## src/sv/gha_fifo.sv

```systemverilog
// Small first-in first-out queue built from registers.
// Used between front and back and for finished hash values; no package use.
`timescale 1ns / 1ps
`default_nettype none
module gha_fifo #(
    parameter int unsigned WIDTH = 8,
    parameter int unsigned DEPTH = 2
) (
    input  wire logic             i_clk,
    input  wire logic             i_rst_n,
    input  wire logic             i_wr,
    input  wire logic [WIDTH-1:0] i_wdata,
    input  wire logic             i_rd,
    output logic [WIDTH-1:0]      o_rdata,
    output logic                  o_full,
    output logic                  o_empty
);
    localparam int unsigned AW = (DEPTH > 1) ? $clog2(DEPTH) : 1;
    localparam int unsigned CW = $clog2(DEPTH + 1);
    localparam logic [AW-1:0] LAST_PTR = AW'(DEPTH - 1);
    localparam logic [CW-1:0] FULL_CNT = CW'(DEPTH);

    logic [WIDTH-1:0] r_mem [DEPTH];
    logic [AW-1:0]    r_wr_ptr, r_rd_ptr;
    logic [CW-1:0]    r_count;
    logic             wr_en, rd_en;

    assign o_full  = (r_count == FULL_CNT);
    assign o_empty = (r_count == '0);
    assign wr_en   = i_wr && !o_full;
    assign rd_en   = i_rd && !o_empty;
    assign o_rdata = r_mem[r_rd_ptr];

    // Store incoming item
    always_ff @(posedge i_clk) begin
        if (wr_en) begin
            r_mem[r_wr_ptr] <= i_wdata;
        end
    end

    // Advance pointers and occupancy
    always_ff @(posedge i_clk) begin
        if (!i_rst_n) begin
            r_wr_ptr <= '0;
            r_rd_ptr <= '0;
            r_count  <= '0;
        end else begin
            if (wr_en) begin
                r_wr_ptr <= (r_wr_ptr == LAST_PTR) ? '0 : r_wr_ptr + 1'b1;
            end
            if (rd_en) begin
                r_rd_ptr <= (r_rd_ptr == LAST_PTR) ? '0 : r_rd_ptr + 1'b1;
            end
            if (wr_en && !rd_en) begin
                r_count <= r_count + 1'b1;
            end else if (rd_en && !wr_en) begin
                r_count <= r_count - 1'b1;
            end
        end
    end
endmodule
`default_nettype wire

```

## config.mk

```make
export PLATFORM = sky130hd
export DESIGN_NAME = gha_fifo
export DESIGN_NICKNAME = d
export VERILOG_FILES = /design/src/sv/gha_fifo.sv
export SDC_FILE = /design/constraint.sdc
export NUM_CORES = 1
export LEC_CHECK = 0
export BUFFER_PORTS_ARGS = -buffer_cell sky130_fd_sc_hd__buf_4
export CAP_MARGIN = 20
export CORE_UTILIZATION = 49
export CTS_CLUSTER_DIAMETER = 120
export DETAILED_ROUTE_END_ITERATION = 8
export GPL_TIMING_DRIVEN = 0
export PLACE_DENSITY = 0.75
export SLEW_MARGIN = 20
export SYNTH_ARGS = -nofsm -noshare
export SYNTH_HDL_FRONTEND = slang
export SYNTH_SLANG_ARGS = --single-unit
```

## constraint.sdc

```tcl
create_clock -name i_clk -period 2.05 [get_ports i_clk]
set_input_delay 0.1025 -clock i_clk [delete_from_list [all_inputs] [get_ports i_clk]]
set_output_delay 0.1025 -clock i_clk [all_outputs]
set_load 0.02 [all_outputs]
```

==> summary.txt <==
grt total ovfl: 0
DRT antenna net count: 0
sequential power share: 45.9%
H-Tree Depth: 1
R2R Setup Slk: 0.50 ns
I/O Buffers: 21
Mapped Cells: 50
Final Setup Violations: 0
Max rail drop VDD: 784.6 uV
Startpoint Class: register
total CTS buffers: 3
row cnt: 14
Setup crit end kind: register
Worst Setup Slack, final: 0.4972 ns
Ports: 22
Fin. Hold Viols: 0
Slowest-stage cell, CP: dfxtp_1
TNS Setup: 0 ns
CP delay by family, top: simple AND/OR/NAND/NOR gates
initial drt markers: 7
drt drc: 0
Met2 Routed Length: 675 um
Max clock buf depth: 2
Placed Area: 987.2 um2
RSZ-0062 raised after global routing: no
Starting Density: 53.12%
Reg area: 580.6 um2
DRT Wirelength: 1217 um
CTS Hold Bufs: 8
Final Skew: 0.004292 ns
core area: 0.001524 mm2
worst skew pair latency: 0.29 ns
met3 WL: 46 um
vias per cell: 5.111
status: completed
switching pwr: 0.3936 mW
post-layout util: 71.76%
P_int: 0.8638 mW
Hold/Removal Path Class: input port to register
synthesized area: 809.5 um2
final critical-path required period: 1.553 ns
Layout area overhead: 35.09%
Die W: 42.65 um
initial antenna violation count: 0
relative slew slack: 53.77%
Post-CTS Resized: 0
DR vias: 506
Total Nets Final: 97
most frequent cells in the layout: buf_4 (21), edfxtp_1 (16), mux2_2 (8), dlygate4sd3_1 (8), dfxtp_1 (5)
GRT Total Usage: 15.10%
Post-Syn Area per Cell: 16.19 um2
Crit path required time: 2.28 ns
Clock Sinks: 21
Netlist cell types: 20
clk slew on worst S/H paths: 0.11 ns
largest net degree at the start of global routing: 12
first-pass GRT wire length: 1932 um
final instance count without filler cells: 99
Worst path max stage delay: 0.42 ns
f_max: 644.0 MHz
worst-margin pin slew: 0.6897 ns
post-CTS setup buffer count: 0
critical path class: register to register
Yosys reg bits: 21
vias in the first global route: 487
Die H: 42.65 um
fillcell total: 107
CP bufs+invs: 1
Ys Warns: 0
crit path DAT: 1.78 ns
Lkg Pwr: 0.4353 nW
crit-path max FO: 5
first-pass iteration count of the detailed router: 4
Design Area, Final: 0.001094 mm2
layout cells sized above 1: 42.17%
DR top layer: met3
post-synthesis sequential area ratio: 71.72%
Synth Net Count: 63
fin crit share: 75.75%
Pins Over Slew Limit: 0
Clock power frac: 14.7%
WL met1: 496 um
multi-input logic area: 216.5 um2
combinational share of power: 39.3%
wire per inst: 12.29 um
Cell Count Post-Placement: 87
antenna cell count: 0
Place WS: 0.4856 ns
CTS tree: yes
global placement routability congestion: 0.6798
crit path cell chain: nand2b_1, inv_2, nor2_1, ha_1, or3_1, a21boi_1
max-cap viol count: 0
commonest non-fill, non-tap cell in the layout: buf_4
total die area: 0.001819 mm2
Root Buffer: clkbuf_4
switch share: 31.30%
pwr/cell area: 1150 mW/mm2
-- path summary, 6_finish.rpt --
path                                  from          to  cells past startpoint
worst max register to register  r_count[0]  r_count[1]                      6
worst max-delay path            r_count[0]  r_count[1]                      6
worst min register to register  r_count[1]  r_count[1]                      2
worst min-delay path               i_rst_n    r_wr_ptr                      2
-- worst register-to-register path, stage by stage, from the launching register on --
cell and delay [ns]:
dfxtp_1 0.42, nand2b_1 0.18, inv_2 0.06, nor2_1 0.09, ha_1 0.27, or3_1 0.35, a21boi_1 0.13
-- state kept, by name, summed over array words and instances, names as in the netlist, named ones only --
name and cells:
r_count 2, r_rd_ptr 1, r_wr_ptr 1, r_mem 16
-- per-stage QoR --
| step | hold WS (ns) | power, mW |
|---|---|---|
| final | 0.05034 | 1.257 |
| after CTS | 0.04711 | 1.274 |
| after global routing | 0.04267 | 1.337 |
| after global placement | 0.2870 | 1.061 |
| after floorplan | 0.2014 | 0.9062 |
| after detailed placement | 0.2923 | 1.075 |
-- power by group through the flow --
stage	combinational [mW]	sequential, mW	clock [mW]
final	0.495	0.577	0.185
after global routing	0.541	0.587	0.209
after CTS	0.503	0.578	0.193
after detailed placement	0.487	0.588	0
after global placement	0.475	0.585	0
after floorplan	0.326	0.580	0
-- Yosys cell counts --
cell type / instances / share of area (%)
a21boi_0: 1 / 0.93
a21boi_1: 1 / 0.93
and2_1: 3 / 2.3
and3_1: 1 / 0.77
buf_2: 1 / 0.62
dfxtp_1: 5 / 12
edfxtp_1: 16 / 59
ha_1: 1 / 1.5
inv_1: 1 / 0.46
inv_2: 1 / 0.46
mux2_2: 8 / 11
nand2b_1: 1 / 0.77
nor2_1: 2 / 0.93
nor3_2: 1 / 1.2
o21a_1: 1 / 0.93
o21ai_0: 1 / 0.62
o21ai_1: 1 / 0.62
or3_1: 1 / 0.77
xnor2_1: 2 / 2.2
xor2_1: 1 / 1.1
-- logic make-up (layout without fill, tap and decap cells) --
kind of cell	after synthesis	after routing	share of synthesized area, %
fa+ha+maj	1	1	1.545
buf+inv	3	36	1.544
compound gates	5	5	4.018
mux	8	8	11.13
flops	21	21	71.72
simple gates	9	9	6.803
xor+xnor	3	3	3.246
-- per-layer routing --
metal | vias up | GRT usage (%)
li1 | 247 | -
met1 | 244 | 16.13
met2 | 15 | 27.88
met3 | 0 | 3.879
met4 | 0 | 5.625
met5 | - | 0
-- final cells by class --
| class | instances | share of cell area, % |
|---|---|---|
| Buffer | 1 | 0.4577 |
| Clock buffer | 4 | 2.403 |
| Inverter | 2 | 0.6865 |
| Multi-Input combinational cell | 26 | 19.79 |
| Sequential cell | 21 | 53.09 |
| Tap cell | 16 | 1.831 |
| Timing Repair Buffer | 29 | 21.74 |
(Power assumes the default switching activity.)
