[config.mk]
export PLATFORM = sky130hd
export DESIGN_NAME = gha_front
export DESIGN_NICKNAME = d
export VERILOG_FILES = /design/src/sv/gha_pkg.sv /design/src/sv/gha_front.sv
export SDC_FILE = /design/constraint.sdc
export NUM_CORES = 1
export LEC_CHECK = 0
export BUFFER_PORTS_ARGS = -buffer_cell sky130_fd_sc_hd__buf_2
export CORE_MARGIN = 3
export CORE_UTILIZATION = 57
export DETAILED_ROUTE_END_ITERATION = 10
export PLACE_DENSITY = 0.88
export RECOVER_POWER = 100
export SYNTH_ARGS = -nofsm -noshare
export SYNTH_HDL_FRONTEND = slang
export SYNTH_SLANG_ARGS = --single-unit
[constraint.sdc]
create_clock -name i_clk -period 4.5 [get_ports i_clk]
set_input_delay 0.225 -clock i_clk [delete_from_list [all_inputs] [get_ports i_clk]]
set_output_delay 0.225 -clock i_clk [all_outputs]
set_load 0.005 [all_outputs]
[src/sv/gha_pkg.sv]
// Shared types, command codes and GF(2^128) helper functions for the GHASH block.
// No dependencies; gha_front, gha_back and ghash_accumulator refer to this package by scoped names.
`timescale 1ns / 1ps
`default_nettype none
package gha_pkg;

    // Block width and digit split of the serial multiplier
    localparam int unsigned BLK_W     = 128;
    localparam int unsigned HALF_W    = 64;
    localparam int unsigned DIGIT_W   = 32;
    localparam int unsigned DIGITS    = BLK_W / DIGIT_W;
    localparam int unsigned DIGIT_CW  = $clog2(DIGITS);
    localparam int unsigned BLK_BYTES = 16;
    localparam int unsigned NBYTES_W  = 5;
    localparam int unsigned LEN_SHIFT = 3;

    // Command codes
    localparam logic [1:0] CMD_AAD    = 2'd0;
    localparam logic [1:0] CMD_TEXT   = 2'd1;
    localparam logic [1:0] CMD_FINISH = 2'd2;

    // Configuration register indexes
    localparam logic CFG_SUBKEY_HIGH = 1'b0;
    localparam logic CFG_SUBKEY_LOW  = 1'b1;

    typedef logic [BLK_W-1:0] t_blk;

    // Reduction polynomial 1 + x + x^2 + x^7 in GCM bit order (bit 127 = x^0)
    localparam t_blk RED_POLY = {8'he1, 120'd0};

    // One queued operation: block to fold into Y, and whether Y is emitted after
    typedef struct packed {
        logic fin;
        t_blk blk;
    } t_op;

    // Multiply v by x^k (k from 0 to 32) in GF(2^128), GCM bit order
    function automatic t_blk gf_mulx(input t_blk v, input int unsigned k);
        t_blk        r;
        int unsigned m;
        r = v >> k;
        for (int unsigned t = 0; t < 32; t++) begin
            if (t < k) begin
                m = k - 1 - t;
                if (v[t]) begin
                    r = r ^ (RED_POLY >> m);
                end
            end
        end
        return r;
    endfunction

    // Carry-less product of v with one digit of X; digit bit DIGIT_W-1 is the lowest power
    function automatic t_blk gf_digit_mul(input t_blk v, input logic [DIGIT_W-1:0] d);
        t_blk acc;
        acc = '0;
        for (int unsigned j = 0; j < DIGIT_W; j++) begin
            if (d[DIGIT_W-1-j]) begin
                acc = acc ^ gf_mulx(v, j);
            end
        end
        return acc;
    endfunction

endpackage
`default_nettype wire

[src/sv/gha_front.sv]
// Front end: classifies accepted items, pads blocks, keeps the length counters.
// Depends on gha_pkg; feeds t_op queue entries to the multiplier back end.
`timescale 1ns / 1ps
`default_nettype none
module gha_front (
    input  wire logic                          i_clk,
    input  wire logic                          i_rst_n,
    input  wire logic                          i_accept,
    input  wire logic [1:0]                    i_cmd,
    input  wire logic [gha_pkg::HALF_W-1:0]    i_block_high,
    input  wire logic [gha_pkg::HALF_W-1:0]    i_block_low,
    input  wire logic [gha_pkg::NBYTES_W-1:0]  i_valid_bytes,
    output logic                               o_op_write,
    output gha_pkg::t_op                       o_op
);
    localparam logic [gha_pkg::NBYTES_W-1:0] MAX_BYTES =
        gha_pkg::NBYTES_W'(gha_pkg::BLK_BYTES);

    logic [gha_pkg::HALF_W-1:0]   r_aad_cnt, r_text_cnt;
    logic [gha_pkg::NBYTES_W-1:0] nbytes;
    gha_pkg::t_blk                mask;
    logic                         is_absorb, is_finish, keep;

    // Clamp the byte count and build the padding mask
    always_comb begin
        nbytes = (i_valid_bytes > MAX_BYTES) ? MAX_BYTES : i_valid_bytes;
        mask   = '0;
        for (int unsigned b = 0; b < gha_pkg::BLK_BYTES; b++) begin
            if (gha_pkg::NBYTES_W'(b) < nbytes) begin
                mask[gha_pkg::BLK_W-1-8*b -: 8] = 8'hff;
            end
        end
    end

    // Classify: drop unused codes and empty absorbs
    always_comb begin
        is_absorb = ((i_cmd == gha_pkg::CMD_AAD) || (i_cmd == gha_pkg::CMD_TEXT))
                    && (i_valid_bytes != '0);
        is_finish = (i_cmd == gha_pkg::CMD_FINISH);
        keep      = is_absorb || is_finish;
    end

    // Build the queue entry
    always_comb begin
        o_op_write = i_accept && keep;
        o_op.fin   = is_finish;
        if (is_finish) begin
            o_op.blk = {r_aad_cnt[gha_pkg::HALF_W-1-gha_pkg::LEN_SHIFT:0],
                        {gha_pkg::LEN_SHIFT{1'b0}},
                        r_text_cnt[gha_pkg::HALF_W-1-gha_pkg::LEN_SHIFT:0],
                        {gha_pkg::LEN_SHIFT{1'b0}}};
        end else begin
            o_op.blk = {i_block_high, i_block_low} & mask;
        end
    end

    // Advance byte counters; clear them on finish
    always_ff @(posedge i_clk) begin
        if (!i_rst_n) begin
            r_aad_cnt  <= '0;
            r_text_cnt <= '0;
        end else if (i_accept) begin
            if (is_finish) begin
                r_aad_cnt  <= '0;
                r_text_cnt <= '0;
            end else if (is_absorb && (i_cmd == gha_pkg::CMD_AAD)) begin
                r_aad_cnt  <= r_aad_cnt + gha_pkg::HALF_W'(nbytes);
            end else if (is_absorb) begin
                r_text_cnt <= r_text_cnt + gha_pkg::HALF_W'(nbytes);
            end
        end
    end
endmodule
`default_nettype wire

==> run_results.csv, run 1 <==
group,metric,value,unit
outcome,status,"finished clean",
power,powerDensity,292.8,nW/um2
yosys,synth_largest_area_cell,"dfxtp_1",
sta,slew_violations,0,
power,leakagePower,3.997,nW
yosys,synthFlopType,"dfxtp_1",
sta,period_needed,3.525,ns
global_routing,grt_max_degree,72,
sta,rsz0062_at_grt,"false",
power,power,3.042,mW
drt,via_count,9975,
die,rows,44,
cts,cts_max_path_buffers,2,
placement,place_ws,1.554,ns
worst_setup_path,cp_max_fo,28,
yosys,synth_area_leaders,"dfxtp_1 29%, a22o_1 10%, nand2_1 6.8%",
yosys,synth_cells,1085,
global_routing,grt_pass1_vias,9154,
finish,final_common_cell,"buf_2",
finish,drive_gt1_share,19.85,%
sta,fin_hold_ws,0.1025,ns
power,swShare,24.83,%
finish,final_cell_mix,"203 x buf_2, 156 x nand2_1, 122 x dfxtp_1",
sta,max_freq,283.7,MHz
drt,drc_errors,0,
placement,finalWeightedCongestion,0.8688,
drt,routedWlPerCell,18.69,um
global_routing,overflow,0,
cts,postCtsHoldBufs,0,
cts,ctsHtreeMaxLevel,4,
drt,totalWireLength,28080,um
yosys,synth.distinct_cells,67,
power,p_comb_share,13.0,%
yosys,async_reset_ff_share,0,%
global_routing,antenna_found_initial,2,
yosys,syn-num-nets,1231,
yosys,ys_seq_area_share,28.53,%
power,power_frac_seq,35.7,%
die,die_height,128.6,um
sta,maxSlewHeadroom,8.134,%
cts,path_clk_slew,0.06,ns
worst_setup_path,path_class,"in2reg",
drt,firstDrtPassIters,6,
cts,cts_tree,"yes",
cts,cts-root-buf,"clkbuf_16",
cts,cts_sinks,122,
die,boundaryPins,268,
worst_setup_path,crit_path_end_kind,"register",
finish,final_util,71.21,%
die,dieArea,16530,um2
worst_setup_path,cp.required,4.76,ns
power,p_int,2.287,mW
yosys,synth-edff-count,0,
sta,layout_setup_ws,0.9752,ns
job,cap_viol_max_count,0,
sta,fin_worst_skew,0.009535,ns
cts,cts_resized,0,
sta,period_share,78.33,%
yosys,avgSynthCellArea,7.890,um2
sta,setup_tns,0,ns
finish,syn_to_final_growth,21.35,%
power,p_sw,0.7554,mW
yosys,ys_warn_count,0,
cts,numCtsBuffers,17,
sta,setup_viol,0,
global_routing,grt_pass1_wl,44270,um
yosys,syn-cell-area,8561,um2
drt,drtIter0Drc,1007,
power,p_clk_share,51.3,%
placement,dp.final_hpwl,19350,um
placement,place_inst,1467,
sta,tightest_slew,1.378,ns
yosys,ys_seq_elements,122,
die,core_area,14590,um2
finish,final_net_count,1448,
drt,via_per_inst,6.641,
finish,stdcell_area,10390,um2
worst_setup_path,critPathArrivalTime,3.79,ns
cts,clk_latency,0.43,ns
global_routing,grt_usage,32.50,%
die,initial_core_util,58.68,%
placement,placed_cell_area,9894,um2
die,die_w,128.6,um
sta,hold_viol,0,
yosys,netlist.area_leader.share,28.53,%
drt,antenna_left,0,
power,ir_drop,295.9,uV
placement,io_buffers,267,
min_path,hold_class,"in2reg",
cts,postCtsSetupBuffers,0,
worst_setup_path,start_kind,"primary input",
finish,instances_no_fill,1502,
==> metal layers <==
metal  wire length, um  track usage [%]  vias up
met5                 0                0        -
met4               918            16.24        0
met3              2846            7.721       92
met2             13330            53.05      603
met1             10980            40.17     4649
li1                  -                -     4631
==> kinds of logic after synthesis <==
| kind of cell | synth area share (%) |
|---|---|
| flops | 28.53 |
| xor+xnor | 0.9208 |
| mux | 5.729 |
| fa+ha+maj | 1.403 |
| buf+inv | 4.823 |
| compound gates | 24.01 |
| simple gates | 34.58 |
==> worst paths after layout <==
kind	startpoint	endpoint	slack (ns)	cells past startpoint
setup / recovery	i_valid_bytes[4]	r_text_cnt[29]$_SDFFE_PN0P_	0.98	9
hold reg to reg	r_aad_cnt[55]$_SDFFE_PN0P_	r_aad_cnt[55]$_SDFFE_PN0P_	0.46	2
setup reg to reg	r_text_cnt[2]$_SDFFE_PN0P_	r_text_cnt[29]$_SDFFE_PN0P_	1.39	7
hold / removal	i_rst_n	r_text_cnt[4]$_SDFFE_PN0P_	0.10	3
==> layout make-up <==
| cell class | instances | area, um2 |
|---|---|---|
| Tap cell | 184 | 230.2 |
| Fill cell | 1152 | 4200 |
| Clock inverter | 11 | 190.2 |
| Clock buffer | 21 | 480.5 |
| Sequential cell | 122 | 2442 |
| Timing Repair Buffer | 278 | 1341 |
| Antenna cell | 3 | 7.507 |
| Inverter | 13 | 51.30 |
| Multi-Input combinational cell | 870 | 5645 |
==> cells in the mapped netlist (11+ instances only) <==
| cell type | count |
|---|---|
| nand2_1 | 156 |
| dfxtp_1 | 122 |
| a22o_1 | 102 |
| nand2b_1 | 57 |
| a21oi_1 | 55 |
| nand4_1 | 55 |
| nand3_1 | 50 |
| mux2i_1 | 49 |
| or4_1 | 45 |
| clkbuf_1 | 39 |
| nor4_1 | 35 |
| nor2_1 | 32 |
| o31ai_1 | 28 |
| o21ai_0 | 26 |
| buf_2 | 24 |
| o211ai_1 | 18 |
| nor3_1 | 17 |
| and4_1 | 16 |
| and3_1 | 14 |
| inv_1 | 11 |
==> power by group through the flow <==
stage	Combinational, mW	Clock, mW	Sequential, mW
2_1_floorplan	0.221	0	1.11
3_3_place_gp	0.390	0	1.11
3_5_place_dp	0.400	0	1.11
4_1_cts	0.403	1.56	1.09
5_1_grt	0.432	1.61	1.09
6_report	0.394	1.56	1.09
==> registers in the layout, summed over array words and instances (netlist names) <==
register    cells
r_aad_cnt      61
r_text_cnt     61
==> critical path, cell delays in order <==
cell      delay (ns)
clkbuf_1        0.75
nor2b_1         0.16
ha_1            0.41
a31oi_1         0.33
a32oi_1         0.21
nor2_1          1.02
buf_4           0.42
or4_1           0.18
a21oi_1         0.06
(Power assumes the default switching activity.)
==> inputs of run 2 (changes only) <==
--- a/config.mk
+++ b/config.mk
@@ -7,9 +7,9 @@
 export LEC_CHECK = 0
 export BUFFER_PORTS_ARGS = -buffer_cell sky130_fd_sc_hd__buf_2
 export CORE_MARGIN = 3
-export CORE_UTILIZATION = 57
+export CORE_UTILIZATION = 53
 export DETAILED_ROUTE_END_ITERATION = 10
-export PLACE_DENSITY = 0.88
+export PLACE_DENSITY = 0.82
 export RECOVER_POWER = 100
 export SYNTH_ARGS = -nofsm -noshare
 export SYNTH_HDL_FRONTEND = slang
==> constraint.sdc (replaced) <==
create_clock -name i_clk -period 3.56 [get_ports i_clk]
set_input_delay 0.178 -clock i_clk [delete_from_list [all_inputs] [get_ports i_clk]]
set_output_delay 0.178 -clock i_clk [all_outputs]
set_load 0.005 [all_outputs]
==> run_results.csv, run 2 (synthesis gave the netlist of run 1 again) <==
group,metric,value,unit
outcome,status,"finished with violations",
outcome,violations,"design-rule violations",
die,boundaryPins,268,
power,p_int,2.497,mW
min_path,hold_class,"in2reg",
power,p_sw,0.9196,mW
power,power,3.416,mW
die,die_height,133.1,um
power,powerDensity,330.9,nW/um2
worst_setup_path,reg2reg_slack,0.72,ns
global_routing,grt_max_degree,72,
drt,via_count,9811,
global_routing,grt_usage,29.44,%
global_routing,grt_pass1_vias,8808,
cts,ctsHtreeMaxLevel,4,
finish,multi_input_area,5642,um2
worst_setup_path,cp_max_fo,55,
cts,numCtsBuffers,17,
finish,final_common_cell,"buf_2",
drt,drtIter0Drc,1256,
finish,final_util,66.67,%
job,cap_viol_max_count,0,
worst_setup_path,critPathArrivalTime,2.68,ns
drt,via_per_inst,6.387,
finish,drive_gt1_share,20.41,%
power,power_frac_seq,40.2,%
sta,rsz0062_at_grt,"false",
cts,clk_latency,0.43,ns
sta,tightest_slew,1.054,ns
sta,period_needed,2.857,ns
sta,fin_worst_skew,0.007465,ns
placement,finalWeightedCongestion,0.8880,
worst_setup_path,start_kind,"primary input",
worst_setup_path,path_class,"in2out",
sta,maxSlewHeadroom,29.72,%
drt,firstDrtPassIters,9,
finish,syn_to_final_growth,20.58,%
cts,postCtsHoldBufs,0,
drt,antenna_left,0,
finish,largest_registers,"r_aad_cnt: 61 flops, r_text_cnt: 61 flops",
cts,cts_resized,0,
finish,nFillCells,1318,
global_routing,grt_pass1_wl,43700,um
placement,io_buffers,267,
worst_setup_path,cp.required,3.38,ns
cts,postCtsSetupBuffers,0,
sta,setup_tns,0,ns
cts,cts_max_path_buffers,2,
cts,cts_tree,"yes",
power,swShare,26.92,%
placement,place_ws,0.8151,ns
drt,routedWlPerCell,17.96,um
die,rows,45,
cts,path_clk_slew,0.05,ns
worst_setup_path,crit_path_end_kind,"primary output",
power,ir_drop,398.2,uV
die,die_w,133.1,um
sta,hold_viol,0,
sta,max_freq,350.0,MHz
die,initial_core_util,55.29,%
sta,fin_hold_ws,0.05936,ns
finish,final_net_count,1457,
sta,layout_setup_ws,0.7027,ns
global_routing,antenna_found_initial,3,
sta,setup_viol,0,
power,p_clk_share,45.1,%
global_routing,overflow,0,
cts,cts-root-buf,"clkbuf_16",
cts,cts_sinks,122,
sta,period_share,80.26,%
sta,slew_violations,0,
die,dieArea,17710,um2
power,leakagePower,3.962,nW
drt,totalWireLength,27580,um
die,core_area,15480,um2
finish,seqCellArea,2442,um2
placement,dp.final_hpwl,19320,um
drt,drc_errors,1,
finish,final_cell_mix,"209 x buf_2, 156 x nand2_1, 122 x dfxtp_1",
power,p_comb_share,14.7,%
-- run 2: cell count changes in the layout (fill, tap and decap cells not counted), sizes merged --
cell,previous run,this run
diode,3,2
clkinv,6,4
clkbuf,88,87
clkinvlp,1,4
bufinv,5,0
buf,211,224
-- run 2: routing by layer --
layer  track usage, %  vias up  routed length (um)
met4            11.83        2                 720
met3            6.118       74                2690
met2            47.52      564               12800
li1                 -     4663                   -
met5                0        -                  13
met1            38.61     4508               11360
-- run 2: area by class of cell --
class	instances	share of cell area, %
antenna	2	0.04848
clock buffer	24	4.570
clock inverter	7	0.4364
inverter	13	0.4970
multi-input combinational	870	54.65
sequential	122	23.66
tap	211	2.558
timing repair buffer	287	13.58
-- run 2: power groups by stage --
stage	combinational, mW	sequential, mW	clock (mW)
floorplan	0.279	1.40	0
CTS	0.514	1.37	1.54
finish	0.503	1.37	1.54
global placement	0.502	1.40	0
detailed placement	0.511	1.40	0
global route	0.551	1.37	1.61
-- run 2: worst paths after layout --
| kind | start | to | depth (start not counted) |
|---|---|---|---|
| setup / recovery | i_cmd[0] | o_op[89] | 7 |
| hold / removal | i_rst_n | r_aad_cnt[4]$_SDFFE_PN0P_ | 3 |
| setup reg to reg | r_text_cnt[11]$_SDFFE_PN0P_ | r_text_cnt[60]$_SDFFE_PN0P_ | 5 |
| hold reg to reg | r_aad_cnt[55]$_SDFFE_PN0P_ | r_aad_cnt[55]$_SDFFE_PN0P_ | 2 |
-- run 2: through the flow --
stage | instance area [um2] | cells
finish | 10320 | 1536
global route | 10320 | 1536
CTS | 10500 | 1534
detailed placement | 9983 | 1503
global placement | 9983 | 1503
floorplan | 8561 | 1085
-- run 2: worst max-delay path, cell delays in order --
cell      delay (ns)
clkbuf_1        0.18
nand2b_1        0.21
inv_4           0.17
clkbuf_2        0.63
a21oi_1         0.90
a22o_1          0.27
buf_2           0.13
